$ cat src/rtl/core/binary_max_heap_queue_assert.svh
// ----------------------------------------------------------------------------
// binary_max_heap_queue_assert.svh
// Assertion macros for the heap queue RTL; compiled out when SYNTH is set.
// ----------------------------------------------------------------------------
`ifndef BINARY_MAX_HEAP_QUEUE_ASSERT_SVH
`define BINARY_MAX_HEAP_QUEUE_ASSERT_SVH

`ifndef SYNTH
// Check a condition at every clock edge outside reset
`define BMHQ_ASSERT_ALWAYS(label, clk, rstn, expr) \
    label: assert property (@(posedge clk) disable iff (!rstn) (expr)) \
        else $error("%m: assertion failed");
// Check that a condition implies another in the next cycle
`define BMHQ_ASSERT_NEXT(label, clk, rstn, ante, cons) \
    label: assert property (@(posedge clk) disable iff (!rstn) (ante) |=> (cons)) \
        else $error("%m: assertion failed");
`else
`define BMHQ_ASSERT_ALWAYS(label, clk, rstn, expr)
`define BMHQ_ASSERT_NEXT(label, clk, rstn, ante, cons)
`endif

`endif

$ cat src/rtl/core/bmhq_pkg.sv
// ----------------------------------------------------------------------------
// bmhq_pkg
// Types and codes shared by the heap queue controller, datapath and top level.
// ----------------------------------------------------------------------------
package bmhq_pkg;

    localparam int unsigned DATA_W = 32;
    localparam int unsigned OCC_W  = 11;

    // Operation codes
    localparam logic [1:0] KIND_PUSH = 2'd0;
    localparam logic [1:0] KIND_POP  = 2'd1;
    localparam logic [1:0] KIND_PEEK = 2'd2;

    // Status codes
    localparam logic [1:0] STAT_OK    = 2'd0;
    localparam logic [1:0] STAT_EMPTY = 2'd1;
    localparam logic [1:0] STAT_FULL  = 2'd2;

    typedef struct packed {
        logic [1:0]               kind;
        logic signed [DATA_W-1:0] value;
    } in_item_t;

    typedef struct packed {
        logic signed [DATA_W-1:0] result_value;
        logic [1:0]               status;
        logic [OCC_W-1:0]         occupancy;
    } out_item_t;

    typedef enum logic [2:0] {
        ST_IDLE,
        ST_PEEK_TOP,
        ST_POP_TOP,
        ST_DN_RD,
        ST_DN_CMP,
        ST_UP_RD,
        ST_UP_CMP,
        ST_FIN
    } state_t;

    // Read address selection
    typedef enum logic [1:0] {
        RD_TOP,
        RD_CHILD,
        RD_PARENT
    } rd_sel_t;

    // Write data selection
    typedef enum logic [1:0] {
        WR_VAL,
        WR_BIG,
        WR_PARENT
    } wr_sel_t;

    typedef struct packed {
        logic    start;
        logic    load_res;
        logic    pop_take;
        rd_sel_t rd_sel;
        logic    wr_en;
        wr_sel_t wr_sel;
        logic    pos_to_big;
        logic    pos_to_parent;
        logic    load_out;
    } cmd_t;

    typedef struct packed {
        logic empty;
        logic full;
        logic one_left;
        logic pos_zero;
        logic left_in;
        logic val_lt_big;
        logic val_gt_parent;
    } sts_t;

endpackage

$ cat src/rtl/core/bmhq_ctrl.sv
// ----------------------------------------------------------------------------
// bmhq_ctrl
// Heap controller: sequences push, pop and peek over the datapath.
// ----------------------------------------------------------------------------
module bmhq_ctrl
    import bmhq_pkg::*;
(
    input  logic       aclk,
    input  logic       aresetn,
    input  logic       s_valid,
    output logic       s_ready,
    input  logic [1:0] s_kind,
    output logic       m_valid,
    input  logic       m_ready,
    input  sts_t       sts,
    output cmd_t       cmd
);

    state_t state_reg, state_next;
    logic   m_valid_reg, m_valid_next;
    logic   out_free;

    assign out_free = !m_valid_reg || m_ready;

    // Next state
    always_comb begin
        state_next = state_reg;
        case (state_reg)
            ST_IDLE: begin
                if (s_valid) begin
                    case (s_kind)
                        KIND_PUSH: state_next = sts.full ? ST_FIN : ST_UP_RD;
                        KIND_POP:  state_next = sts.empty ? ST_FIN : ST_POP_TOP;
                        KIND_PEEK: state_next = sts.empty ? ST_FIN : ST_PEEK_TOP;
                        default:   state_next = ST_FIN;
                    endcase
                end
            end
            ST_PEEK_TOP: state_next = ST_FIN;
            ST_POP_TOP:  state_next = sts.one_left ? ST_FIN : ST_DN_RD;
            ST_DN_RD:    state_next = ST_DN_CMP;
            ST_DN_CMP: begin
                if (sts.left_in && sts.val_lt_big) begin
                    state_next = ST_DN_RD;
                end else begin
                    state_next = ST_FIN;
                end
            end
            ST_UP_RD:    state_next = sts.pos_zero ? ST_FIN : ST_UP_CMP;
            ST_UP_CMP:   state_next = sts.val_gt_parent ? ST_UP_RD : ST_FIN;
            ST_FIN: begin
                if (out_free) begin
                    state_next = ST_IDLE;
                end
            end
            default:     state_next = ST_IDLE;
        endcase
    end

    // Commands to the datapath
    always_comb begin
        cmd     = '0;
        cmd.rd_sel = RD_TOP;
        cmd.wr_sel = WR_VAL;
        s_ready = 1'b0;
        case (state_reg)
            ST_IDLE: begin
                s_ready   = 1'b1;
                cmd.start = s_valid;
            end
            ST_PEEK_TOP: begin
                cmd.load_res = 1'b1;
            end
            ST_POP_TOP: begin
                cmd.load_res = 1'b1;
                cmd.pop_take = 1'b1;
            end
            ST_DN_RD: begin
                cmd.rd_sel = RD_CHILD;
            end
            ST_DN_CMP: begin
                cmd.wr_en = 1'b1;
                if (sts.left_in && sts.val_lt_big) begin
                    cmd.wr_sel     = WR_BIG;
                    cmd.pos_to_big = 1'b1;
                end
            end
            ST_UP_RD: begin
                cmd.rd_sel = RD_PARENT;
                cmd.wr_en  = sts.pos_zero;
            end
            ST_UP_CMP: begin
                cmd.wr_en = 1'b1;
                if (sts.val_gt_parent) begin
                    cmd.wr_sel        = WR_PARENT;
                    cmd.pos_to_parent = 1'b1;
                end
            end
            ST_FIN: begin
                cmd.load_out = out_free;
            end
            default: begin
                s_ready = 1'b0;
            end
        endcase
    end

    // Hold the result until taken
    always_comb begin
        if (cmd.load_out) begin
            m_valid_next = 1'b1;
        end else if (m_ready) begin
            m_valid_next = 1'b0;
        end else begin
            m_valid_next = m_valid_reg;
        end
    end

    always_ff @(posedge aclk) begin
        if (!aresetn) begin
            state_reg   <= ST_IDLE;
            m_valid_reg <= 1'b0;
        end else begin
            state_reg   <= state_next;
            m_valid_reg <= m_valid_next;
        end
    end

    assign m_valid = m_valid_reg;

endmodule

$ cat config.mk
export PLATFORM = sky130hd
export DESIGN_NAME = bmhq_ctrl
export DESIGN_NICKNAME = d
export VERILOG_FILES = /design/src/rtl/core/binary_max_heap_queue_assert.svh /design/src/rtl/core/bmhq_pkg.sv /design/src/rtl/core/bmhq_ctrl.sv
export SDC_FILE = /design/constraint.sdc
export NUM_CORES = 1
export LEC_CHECK = 0
export ABC_CLOCK_PERIOD_IN_PS = 1200
export BUFFER_PORTS_ARGS = -buffer_cell sky130_fd_sc_hd__buf_2
export CORE_MARGIN = 3
export CORE_UTILIZATION = 27
export CTS_CLUSTER_SIZE = 14
export DETAILED_ROUTE_END_ITERATION = 10
export PLACE_DENSITY = 0.64
export SYNTH_ARGS = -nofsm -noshare
export SYNTH_HDL_FRONTEND = slang
export SYNTH_SLANG_ARGS = --single-unit
$ cat constraint.sdc
create_clock -name aclk -period 1.2 [get_ports aclk]
set_input_delay 0.24 -clock aclk [delete_from_list [all_inputs] [get_ports aclk]]
set_output_delay 0.24 -clock aclk [all_outputs]
set_load 0.03 [all_outputs]
==> impl_results.md, run 1 <==
* Worst EP required at 0.96 ns
* Ys Warns at 0
* Slew @ Worst Pin at 0.235 ns
* DR iter-0 viols at 2
* # fillers at 118
* Grt ovf at 0
* NumNets Final at 100
* Reg-to-reg setup timing slack at 0.01 ns
* Initial antenna violation count at 0
* DP HPWL at 895 µm
* Worst hold endpoint: state_reg[2]$_SDFFE_PN0P_
* Final RePlAce weighted congestion at 0.788
* Failing checks: setup timing
* Routed wire per std cell at 11.8 µm
* Worst EP arrival at 1.13 ns
* Fin. Hold Viols at 0
* Floorplan row count at 13
* Vias at 515
* Status: finished with violations
* Max FFs per register at 3
* PD cells at 1270 nW/µm²
* I/O Buffers at 25
* Layout cell share with drive strength beyond 1 at 80.0%
* Final min period at 1.37 ns
* Max-slew headroom at 84.1%
* Net Switching at 455 µW
* HP Start: aresetn
* Clk network pwr share at 16.3%
* Reg-to-Reg Start: state_reg[1]$_SDFFE_PN0P_
* Max-slew violations at 0
* CTS Buffer Depth at 2
* Clk slew on worst S/H paths at 0.04 ns
* Vias/cell at 5.15
* Commonest non-fill, non-tap cells in the layout: 13 x buf_2, 13 x buf_6, 11 x buf_4
* Worst Setup End Kind: primary output
* Die footprint at 1980 µm²
* Max Freq at 731 MHz
* Hold path depth at 3
* Diodes inserted at 0
* RSZ-0062 raised after global routing: true
* Total negative slack at -1.58 ns
* Post-synth net total at 61
* Crit path kind: register to primary output
* Worst r2r dst: state_reg[0]$_SDFFE_PN0P_
* Final setup viols at 12
* LEAKAGE at 0.358 nW
* Max IR drop VDD at 0.750 mV
* R2R depth at 5
* Clk_skew at 0.00502 ns
* Yosys cell types at 31
* Max-cap violations at 0
* Core area at 1350 µm²
* Register bit count reported by yosys at 4
* Synthesis-to-layout area growth at 110%
* Non-filler cells, final at 100
* CTS root buf: clkbuf_4
* First-pass GRT wire length at 1950 µm
* Antenna Nets Post-Route at 0
* Switch share at 42.6%
* Drt drc at 0
* Average size of a mapped cell at 8.32 µm²
* Die W at 44.5 µm
* Total global-route track usage at 13.4%
* Clk sinks at 4
* CP Launch Point: state_reg[1]$_SDFFE_PN0P_
* CTS buffer count at 3
* Startpoint types: register
* I/O Pins at 26
* Sequential power share at 19.9%
* Final worst slack at -0.168 ns
* Vias in the first global route at 500
* EDFF count, synth at 0
* H-tree levels at 1
* Clock Latency Late Sink at 0.24 ns
* Cell Area, Synth at 399 µm²
* Comb power frac at 63.8%
* Post-CTS Hold Fix Bufs at 0
* Die height at 44.5 µm
* Initial Util at 29.6%
* Placed cells at 91
* Worst-path fanout max at 5
* Largest net degree at the start of global routing at 9
* Min-delay worst type: input pin to register
* Post-synthesis cell count at 48
* First drt pass iteration count at 5
* CTS tree: built
* Commonest register cell after synthesis: dfxtp_1
* Routed wire length at 1180 µm
* Register area share after synthesis at 20.1%
* Cell-internal power at 613 µW
* Ys async rst share at 0%
* Final Cycle Share at 114%
## critical path, cell delays in order (launching register included)
cell and delay, ns:
dfxtp_4 0.38, buf_6 0.14, xnor2_1 0.12, nor2_2 0.10, buf_6 0.14
## per-stage QoR
step / power, mW / hold slack (ns) / worst slack (ns) / utilization (%) / instance area (µm²)
6_report: 1.07 / 0.256 / -0.168 / 62.1 / 838
5_1_grt: 1.13 / 0.274 / -0.194 / 62.1 / 838
4_1_cts: 1.03 / 0.251 / -0.168 / 58.7 / 792
3_5_place_dp: 0.687 / 0.499 / -0.0854 / 45.2 / 611
3_3_place_gp: 0.676 / 0.502 / -0.0630 / 45.2 / 611
2_1_floorplan: 0.558 / 0.358 / -0.117 / - / 458
## cells by family (layout without fill, tap and decap cells)
logic type	count (synthesis)	count (layout)	share of synthesized area, %
XOR/XNOR	2	2	4.39
multiplexers	1	1	2.82
flip-flops	4	4	20.1
AO/OA/AOI/OAI	16	16	27.9
buffers and inverters	7	44	12.9
AND/OR/NAND/NOR	18	18	32.0
## area by class of cell
cell class              instances  area (µm²)  share of cell area (%)
multi-input cells              37         369                    44.0
repair buffers                 38         314                    37.5
flip-flops and latches          4        92.6                    11.0
well taps                      15        18.8                    2.24
clock buffers                   3        22.5                    2.69
inverters                       3        21.3                    2.54
## synth_stat cells (2+ instances only)
master	count	share of area, %
a21oi_1	2	2.5
a21oi_2	2	4.4
a31oi_1	2	3.1
and3_1	2	3.1
buf_4	2	3.8
dfxtp_1	4	20
inv_1	2	1.9
nand2_1	2	1.9
nor3_1	5	6.3
o21ai_0	2	2.5
o21ai_1	2	2.5
xnor2_1	2	4.4
## what timing repair did
action                                  CTS  global route
gates resized for setup                  39             9
gates cloned                              0             0
setup buffers                             5             2
endpoints found under the setup margin   14            15
pin swaps                                 2             3
## metal layers
| layer | track usage [%] | share of wire, % | vias to the layer above |
|---|---|---|---|
| met3 | 1.22 | 5.1 | 4 |
| met1 | 14.0 | 39 | 236 |
| met4 | 10.8 | 2.1 | 0 |
| met2 | 23.8 | 54 | 22 |
| met5 | 0 | 0 | - |
| li1 | - | - | 253 |
## how the worst max path moves through the flow
| stage | endpoint | cells past startpoint | slack, ns |
|---|---|---|---|
| 5_1_grt | cmd[3] | 4 | -0.19 |
| 3_3_place_gp | cmd[2] | 4 | -0.06 |
| 4_1_cts | cmd[9] | 4 | -0.17 |
| 2_1_floorplan | cmd[10] | 3 | -0.12 |
| 6_report | cmd[9] | 4 | -0.17 |
| 3_5_place_dp | cmd[9] | 4 | -0.09 |
## power groups by stage
stage,sequential [mW],clock (mW),combinational [mW]
2_1_floorplan,0.183,0,0.375
3_3_place_gp,0.195,0,0.482
3_5_place_dp,0.195,0,0.492
4_1_cts,0.210,0.177,0.646
5_1_grt,0.217,0.185,0.730
6_report,0.213,0.174,0.681
(Power assumes the default switching activity.)
==> run 2, diff against run 1 <==
--- a/config.mk
+++ b/config.mk
@@ -7,11 +7,11 @@
 export LEC_CHECK = 0
 export ABC_CLOCK_PERIOD_IN_PS = 1200
 export BUFFER_PORTS_ARGS = -buffer_cell sky130_fd_sc_hd__buf_2
-export CORE_MARGIN = 3
-export CORE_UTILIZATION = 27
+export CORE_AREA = 3 3 40 42
 export CTS_CLUSTER_SIZE = 14
 export DETAILED_ROUTE_END_ITERATION = 10
-export PLACE_DENSITY = 0.64
+export DIE_AREA = 0 0 43 45
+export PLACE_DENSITY = 0.69
 export SYNTH_ARGS = -nofsm -noshare
 export SYNTH_HDL_FRONTEND = slang
 export SYNTH_SLANG_ARGS = --single-unit
==> run 2 against run 1 <==
The run still ends with setup timing left. Count of clock-buffer cells in the layout is the same. Global-route usage rose by 1.7 points. Worst hold slack better by 0.0069 ns. Wire length increased by 9.3%. Critical path type unchanged. Critical endpoint is now cmd[10].
==> impl_results.md, run 2 (same netlist as run 1, synthesis figures left out) <==
* Status: finished with violations (unchanged)
* Failing checks: setup timing (unchanged)
* CTS tree: built (unchanged)
* Commonest non-fill, non-tap cells in the layout: 14 x buf_6, 13 x buf_2, 12 x buf_4, 4 x nor3_4 (was 13 x buf_2, 13 x buf_6, 11 x buf_4)
* Worst-path fanout max at 6 (was 5)
* PD cells at 1270 nW/µm² (about the same)
* Die height at 45 µm (was 44.5 µm)
* Max-cap violations at 0 (unchanged)
* Max-slew violations at 0 (unchanged)
* Routed wire per std cell at 12.8 µm (was 11.8 µm)
* Diodes inserted at 0 (unchanged)
* Slew @ Worst Pin at 0.270 ns (was 0.235 ns)
* Final Cycle Share at 113% (was 114%)
* RSZ-0062 raised after global routing: true (unchanged)
* Min-delay worst type: input pin to register (unchanged)
* Commonest non-fill, non-tap cell in the layout: buf_6
* Clk slew on worst S/H paths at 0.04 ns (about the same)
* Vias/cell at 5.07 (was 5.15)
* Floorplan row count at 13 (unchanged)
* Die footprint at 1940 µm² (was 1980 µm²)
* Max-slew headroom at 81.7% (was 84.1%)
* NumNets Final at 101 (was 100)
* Worst EP required at 0.96 ns (about the same)
* Final min period at 1.36 ns (was 1.37 ns)
* First drt pass iteration count at 4 (was 5)
* Routed wire length at 1290 µm (was 1180 µm)
* Die W at 43 µm (was 44.5 µm)
* Fin. Hold Viols at 0 (unchanged)
* I/O Buffers at 25 (unchanged)
* Top layer in use: met4 (unchanged)
* Max IR drop VDD at 0.739 mV (was 0.750 mV)
* Met2 routed WL at 729 µm (was 637 µm)
* I/O Pins at 26 (unchanged)
* First-pass GRT wire length at 2210 µm (was 1950 µm)
* Synthesis-to-layout area growth at 105% (was 110%)
* Largest net degree at the start of global routing at 9 (unchanged)
* Clock Latency Late Sink at 0.23 ns (was 0.24 ns)
* Max Freq at 735 MHz (was 731 MHz)
* Vias at 512 (was 515)
* Final design utilization at 63.8% (was 62.1%)
* Startpoint types: register (unchanged)
* Initial Util at 31.1% (was 29.6%)
* Drt drc at 0 (unchanged)
* Vias in the first global route at 540 (was 500)
* CTS Buffer Depth at 2 (unchanged)
* Clk sinks at 4 (unchanged)
* Final worst slack at -0.160 ns (was -0.168 ns)
* Worst EP arrival at 1.12 ns (was 1.13 ns)
* DR iter-0 viols at 4 (was 2)
* Total global-route track usage at 15.1% (was 13.4%)
* Pre-CTS WS at -0.120 ns (was -0.0854 ns)
* Final RePlAce weighted congestion at 0.826 (was 0.788)
* Crit path kind: register to primary output (unchanged)
* Max FFs per register at 3 (unchanged)
* CTS buffer count at 3 (unchanged)
* Worst Setup End Kind: primary output (unchanged)
* Layout cell share with drive strength beyond 1 at 77.9% (was 80.0%)
* DP HPWL at 911 µm (was 895 µm)
* Initial antenna violation count at 0 (unchanged)
* Final setup viols at 14 (was 12)
* Core area at 1280 µm² (was 1350 µm²)
* Grt ovf at 0 (unchanged)
* Wl on met1 at 497 µm (was 460 µm)
* Antenna Nets Post-Route at 0 (unchanged)
* LEAKAGE at 0.353 nW (was 0.358 nW)
* Reg-to-reg setup timing slack at -0.11 ns (was 0.01 ns)
* H-tree levels at 1 (unchanged)
* CTS root buf: clkbuf_4 (unchanged)
* Met3 WL at 46 µm (was 60 µm)
* Hold WS at 0.263 ns (was 0.256 ns)
* Clk_skew at 0.00492 ns (was 0.00502 ns)
* Post-CTS Hold Fix Bufs at 0 (unchanged)
[run 2: final timing paths]
path,cells past startpoint,endpoint,start
hold / removal,2,state_reg[0]$_SDFFE_PN0P_,aresetn
hold reg to reg,2,m_valid$_SDFFE_PN0P_,state_reg[1]$_SDFFE_PN0P_
setup reg to reg,6,state_reg[0]$_SDFFE_PN0P_,state_reg[1]$_SDFFE_PN0P_
setup / recovery,3,cmd[10],state_reg[1]$_SDFFE_PN0P_
[run 2: power breakdown]
part           switching [mW]  internal [mW]  leakage, nW
logic                   0.324          0.322        0.304
registers              0.0699          0.162       0.0353
clock network          0.0546          0.112       0.0138
total                   0.448          0.596        0.353
[run 2: repair_timing]
item,CTS,global route
gates cloned,0,0
endpoints found under the hold margin,0,0
resized for setup,32,9
pin swaps,5,5
buffers inserted,4,2
setup endpoints to repair,15,15
[run 2: per-layer routing]
layer	vias up	GRT usage, %
li1	251	-
met1	239	16.3
met2	20	28.4
met3	2	1.20
met4	0	9.04
met5	-	0
[run 2: worst max-delay path, stage by stage (launching register included)]
cell,delay (ns)
dfxtp_4,0.38
nor3_4,0.22
and2_4,0.17
buf_6,0.12
[run 2: final cells by class]
| cell class | count | area [µm²] |
|---|---|---|
| fillers | 107 | 465 |
| multi-input cells | 37 | 357 |
| repair buffers | 39 | 313 |
| flip-flops and latches | 4 | 92.6 |
| clock buffers | 3 | 22.5 |
| well taps | 15 | 18.8 |
| inverters | 3 | 16.3 |
[run 2: metrics by stage]
stage | std cells | instance area [µm²] | setup TNS, ns | total power [mW]
after floorplan | 48 | 458 | -0.430 | 0.558
after global placement | 92 | 618 | -1.05 | 0.679
after detailed placement | 92 | 618 | -1.31 | 0.688
after CTS | 99 | 766 | -1.72 | 1.00
after global routing | 101 | 820 | -2.44 | 1.11
final | 101 | 820 | -1.81 | 1.04
==> run 3, diff against run 2 <==
--- a/config.mk
+++ b/config.mk
@@ -7,11 +7,14 @@
 export LEC_CHECK = 0
 export ABC_CLOCK_PERIOD_IN_PS = 1200
 export BUFFER_PORTS_ARGS = -buffer_cell sky130_fd_sc_hd__buf_2
+export CAP_MARGIN = 10
 export CORE_AREA = 3 3 40 42
+export CTS_CLUSTER_DIAMETER = 50
 export CTS_CLUSTER_SIZE = 14
 export DETAILED_ROUTE_END_ITERATION = 10
 export DIE_AREA = 0 0 43 45
 export PLACE_DENSITY = 0.69
+export SETUP_SLACK_MARGIN = 0.2
 export SYNTH_ARGS = -nofsm -noshare
 export SYNTH_HDL_FRONTEND = slang
 export SYNTH_SLANG_ARGS = --single-unit
==> run 3 against run 2 <==
The flow still finishes with violations (setup timing). Combinational power decreased by 3%. Critical path depth is 1 higher. Flip-flop and latch count stayed put. Die area unchanged. Global-route usage shrank 1.2 points. Sequential share of layout area increased by 0.32 points. Cell area is 2.7% lower. Worst hold slack worse by 0.013 ns. Clock skew increased by 0.0024 ns.
==> impl_results.md, run 3 (same netlist as run 1, synthesis figures left out) <==
* Final Cycle Share at 115% (was 113%)
* Synthesis-to-layout area growth at 99.7% (was 105%)
* Largest net degree at the start of global routing at 10 (was 9)
* Worst-path fanout max at 4 (was 6)
* Largest stage delay, worst path at 0.36 ns (was 0.38 ns)
* Clk sinks at 4 (unchanged)
* Die height at 45 µm (unchanged)
* # fillers at 107 (unchanged)
* Routed wire length at 1150 µm (was 1290 µm)
* Commonest non-fill, non-tap cell in the layout: buf_6 (unchanged)
* CTS buffer count at 3 (unchanged)
* Drt drc at 0 (unchanged)
* Commonest non-fill, non-tap cells in the layout: 13 x buf_6, 12 x buf_2, 12 x buf_4 (was 14 x buf_6, 13 x buf_2, 12 x buf_4, 4 x nor3_4)
* Core area at 1280 µm² (unchanged)
* NumNets Final at 99 (was 101)
* Max-slew headroom at 81.8% (was 81.7%)
* Die W at 43 µm (unchanged)
* Min-delay worst type: input pin to register (unchanged)
* DR iter-0 viols at 6 (was 4)
* Clock Latency Late Sink at 0.24 ns (was 0.23 ns)
* Max IR drop VDD at 0.800 mV (was 0.739 mV)
* Post-CTS Hold Fix Bufs at 0 (unchanged)
* Slowest CP cell: dfxtp_4 (unchanged)
* Fin. Hold Viols at 0 (unchanged)
* Vias/cell at 4.86 (was 5.07)
* Failing checks: setup timing (unchanged)
* Max-slew violations at 0 (unchanged)
* Layout cell share with drive strength beyond 1 at 78.8% (was 77.9%)
* LEAKAGE at 0.347 nW (was 0.353 nW)
* Clk slew on worst S/H paths at 0.04 ns (about the same)
* I/O Buffers at 25 (unchanged)
* Die footprint at 1940 µm² (unchanged)
* Grt ovf at 0 (unchanged)
* CTS Buffer Depth at 2 (unchanged)
* Startpoint types: register (unchanged)
* Critical Path Most Common Cell: buf_6
* Final setup viols at 14 (unchanged)
* Final RePlAce weighted congestion at 0.819 (was 0.826)
* Initial Util at 31.1% (unchanged)
* H-tree levels at 1 (unchanged)
* Max-cap violations at 0 (unchanged)
* Placed cells at 91 (was 92)
* Diodes inserted at 0 (unchanged)
* Vias at 486 (was 512)
* Initial antenna violation count at 0 (unchanged)
* CTS root buf: clkbuf_4 (unchanged)
* Worst EP required at 0.96 ns (about the same)
* Worst EP arrival at 1.15 ns (was 1.12 ns)
* Critical-path cell list: buf_6 > nor3_4 > and2_4 > buf_6 (was nor3_4 > and2_4 > buf_6)
* Crit path kind: register to primary output (unchanged)
* Reg-to-reg setup timing slack at -0.04 ns (was -0.11 ns)
* Non-filler cells, final at 100 (was 101)
* Total global-route track usage at 13.8% (was 15.1%)
* Max FFs per register at 3 (unchanged)
* I/O Pins at 26 (unchanged)
* First-pass GRT wire length at 1970 µm (was 2210 µm)
* Max Freq at 722 MHz (was 735 MHz)
* Worst Setup End Kind: primary output (unchanged)
* CP bufs+invs at 2 (was 1)
* CTS tree: built (unchanged)
* Vias in the first global route at 467 (was 540)
* Routed wire per std cell at 11.5 µm (was 12.8 µm)
* Antenna Nets Post-Route at 0 (unchanged)
* Final min period at 1.39 ns (was 1.36 ns)
* Clk_skew at 0.00732 ns (was 0.00492 ns)
* DP HPWL at 820 µm (was 911 µm)
* Floorplan row count at 13 (unchanged)
* Status: finished with violations (unchanged)
* PD cells at 1300 nW/µm² (was 1270 nW/µm²)
* First drt pass iteration count at 4 (unchanged)
* Final worst slack at -0.186 ns (was -0.160 ns)
* Delay-heaviest family, CP: flip-flops (was simple AND/OR/NAND/NOR gates)
* Total power at 1.04 mW (about the same)
* Slew @ Worst Pin at 0.271 ns (was 0.270 ns)
* Final design utilization at 62.0% (was 63.8%)
* Pre-CTS WS at -0.0491 ns (was -0.120 ns)
* Hold WS at 0.249 ns (was 0.263 ns)
* RSZ-0062 raised after global routing: true (unchanged)
run 3: worst paths after layout:
path,startpoint,to,cells past startpoint
min,aresetn,state_reg[0]$_SDFFE_PN0P_,2
max,state_reg[1]$_SDFFE_PN0P_,cmd[10],4
max reg2reg,state_reg[1]$_SDFFE_PN0P_,state_reg[0]$_SDFFE_PN0P_,6
min reg2reg,state_reg[1]$_SDFFE_PN0P_,m_valid$_SDFFE_PN0P_,2
run 3: routing by layer:
layer	GRT usage, %	wire length, µm
met1	16.4	440
met2	22.2	596
met3	4.78	85
met5	0	0
met4	7.23	25
run 3: cell type report:
| cell class | instances | area, µm² | share of cell area, % |
|---|---|---|---|
| sequential | 4 | 92.6 | 11.6 |
| multi-input combinational | 37 | 349 | 43.8 |
| tap | 15 | 18.8 | 2.35 |
| timing repair buffer | 37 | 297 | 37.2 |
| clock buffer | 4 | 26.3 | 3.30 |
| inverter | 3 | 13.8 | 1.73 |
run 3: power breakdown:
group / internal (mW) / total [mW] / leakage, nW / switching, mW
sequential: 0.162 / 0.221 / 0.0353 / 0.0586
combinational: 0.315 / 0.629 / 0.297 / 0.314
clock: 0.125 / 0.190 / 0.0150 / 0.0643
total: 0.603 / 1.04 / 0.347 / 0.436
run 3: timing repair:
action	in CTS	in global routing
setup buffers	5	0
endpoints found under the setup margin	15	16
hold endpoints to repair	0	0
resized for setup	32	4
pin swaps	2	1
run 3: per-stage QoR:
step | TNS [ns] | instance area [µm²]
3_3_place_gp | -0.0498 | 628
5_1_grt | -2.48 | 797
4_1_cts | -1.81 | 790
6_report | -1.71 | 797
2_1_floorplan | -0.331 | 483
3_5_place_dp | -0.0974 | 628
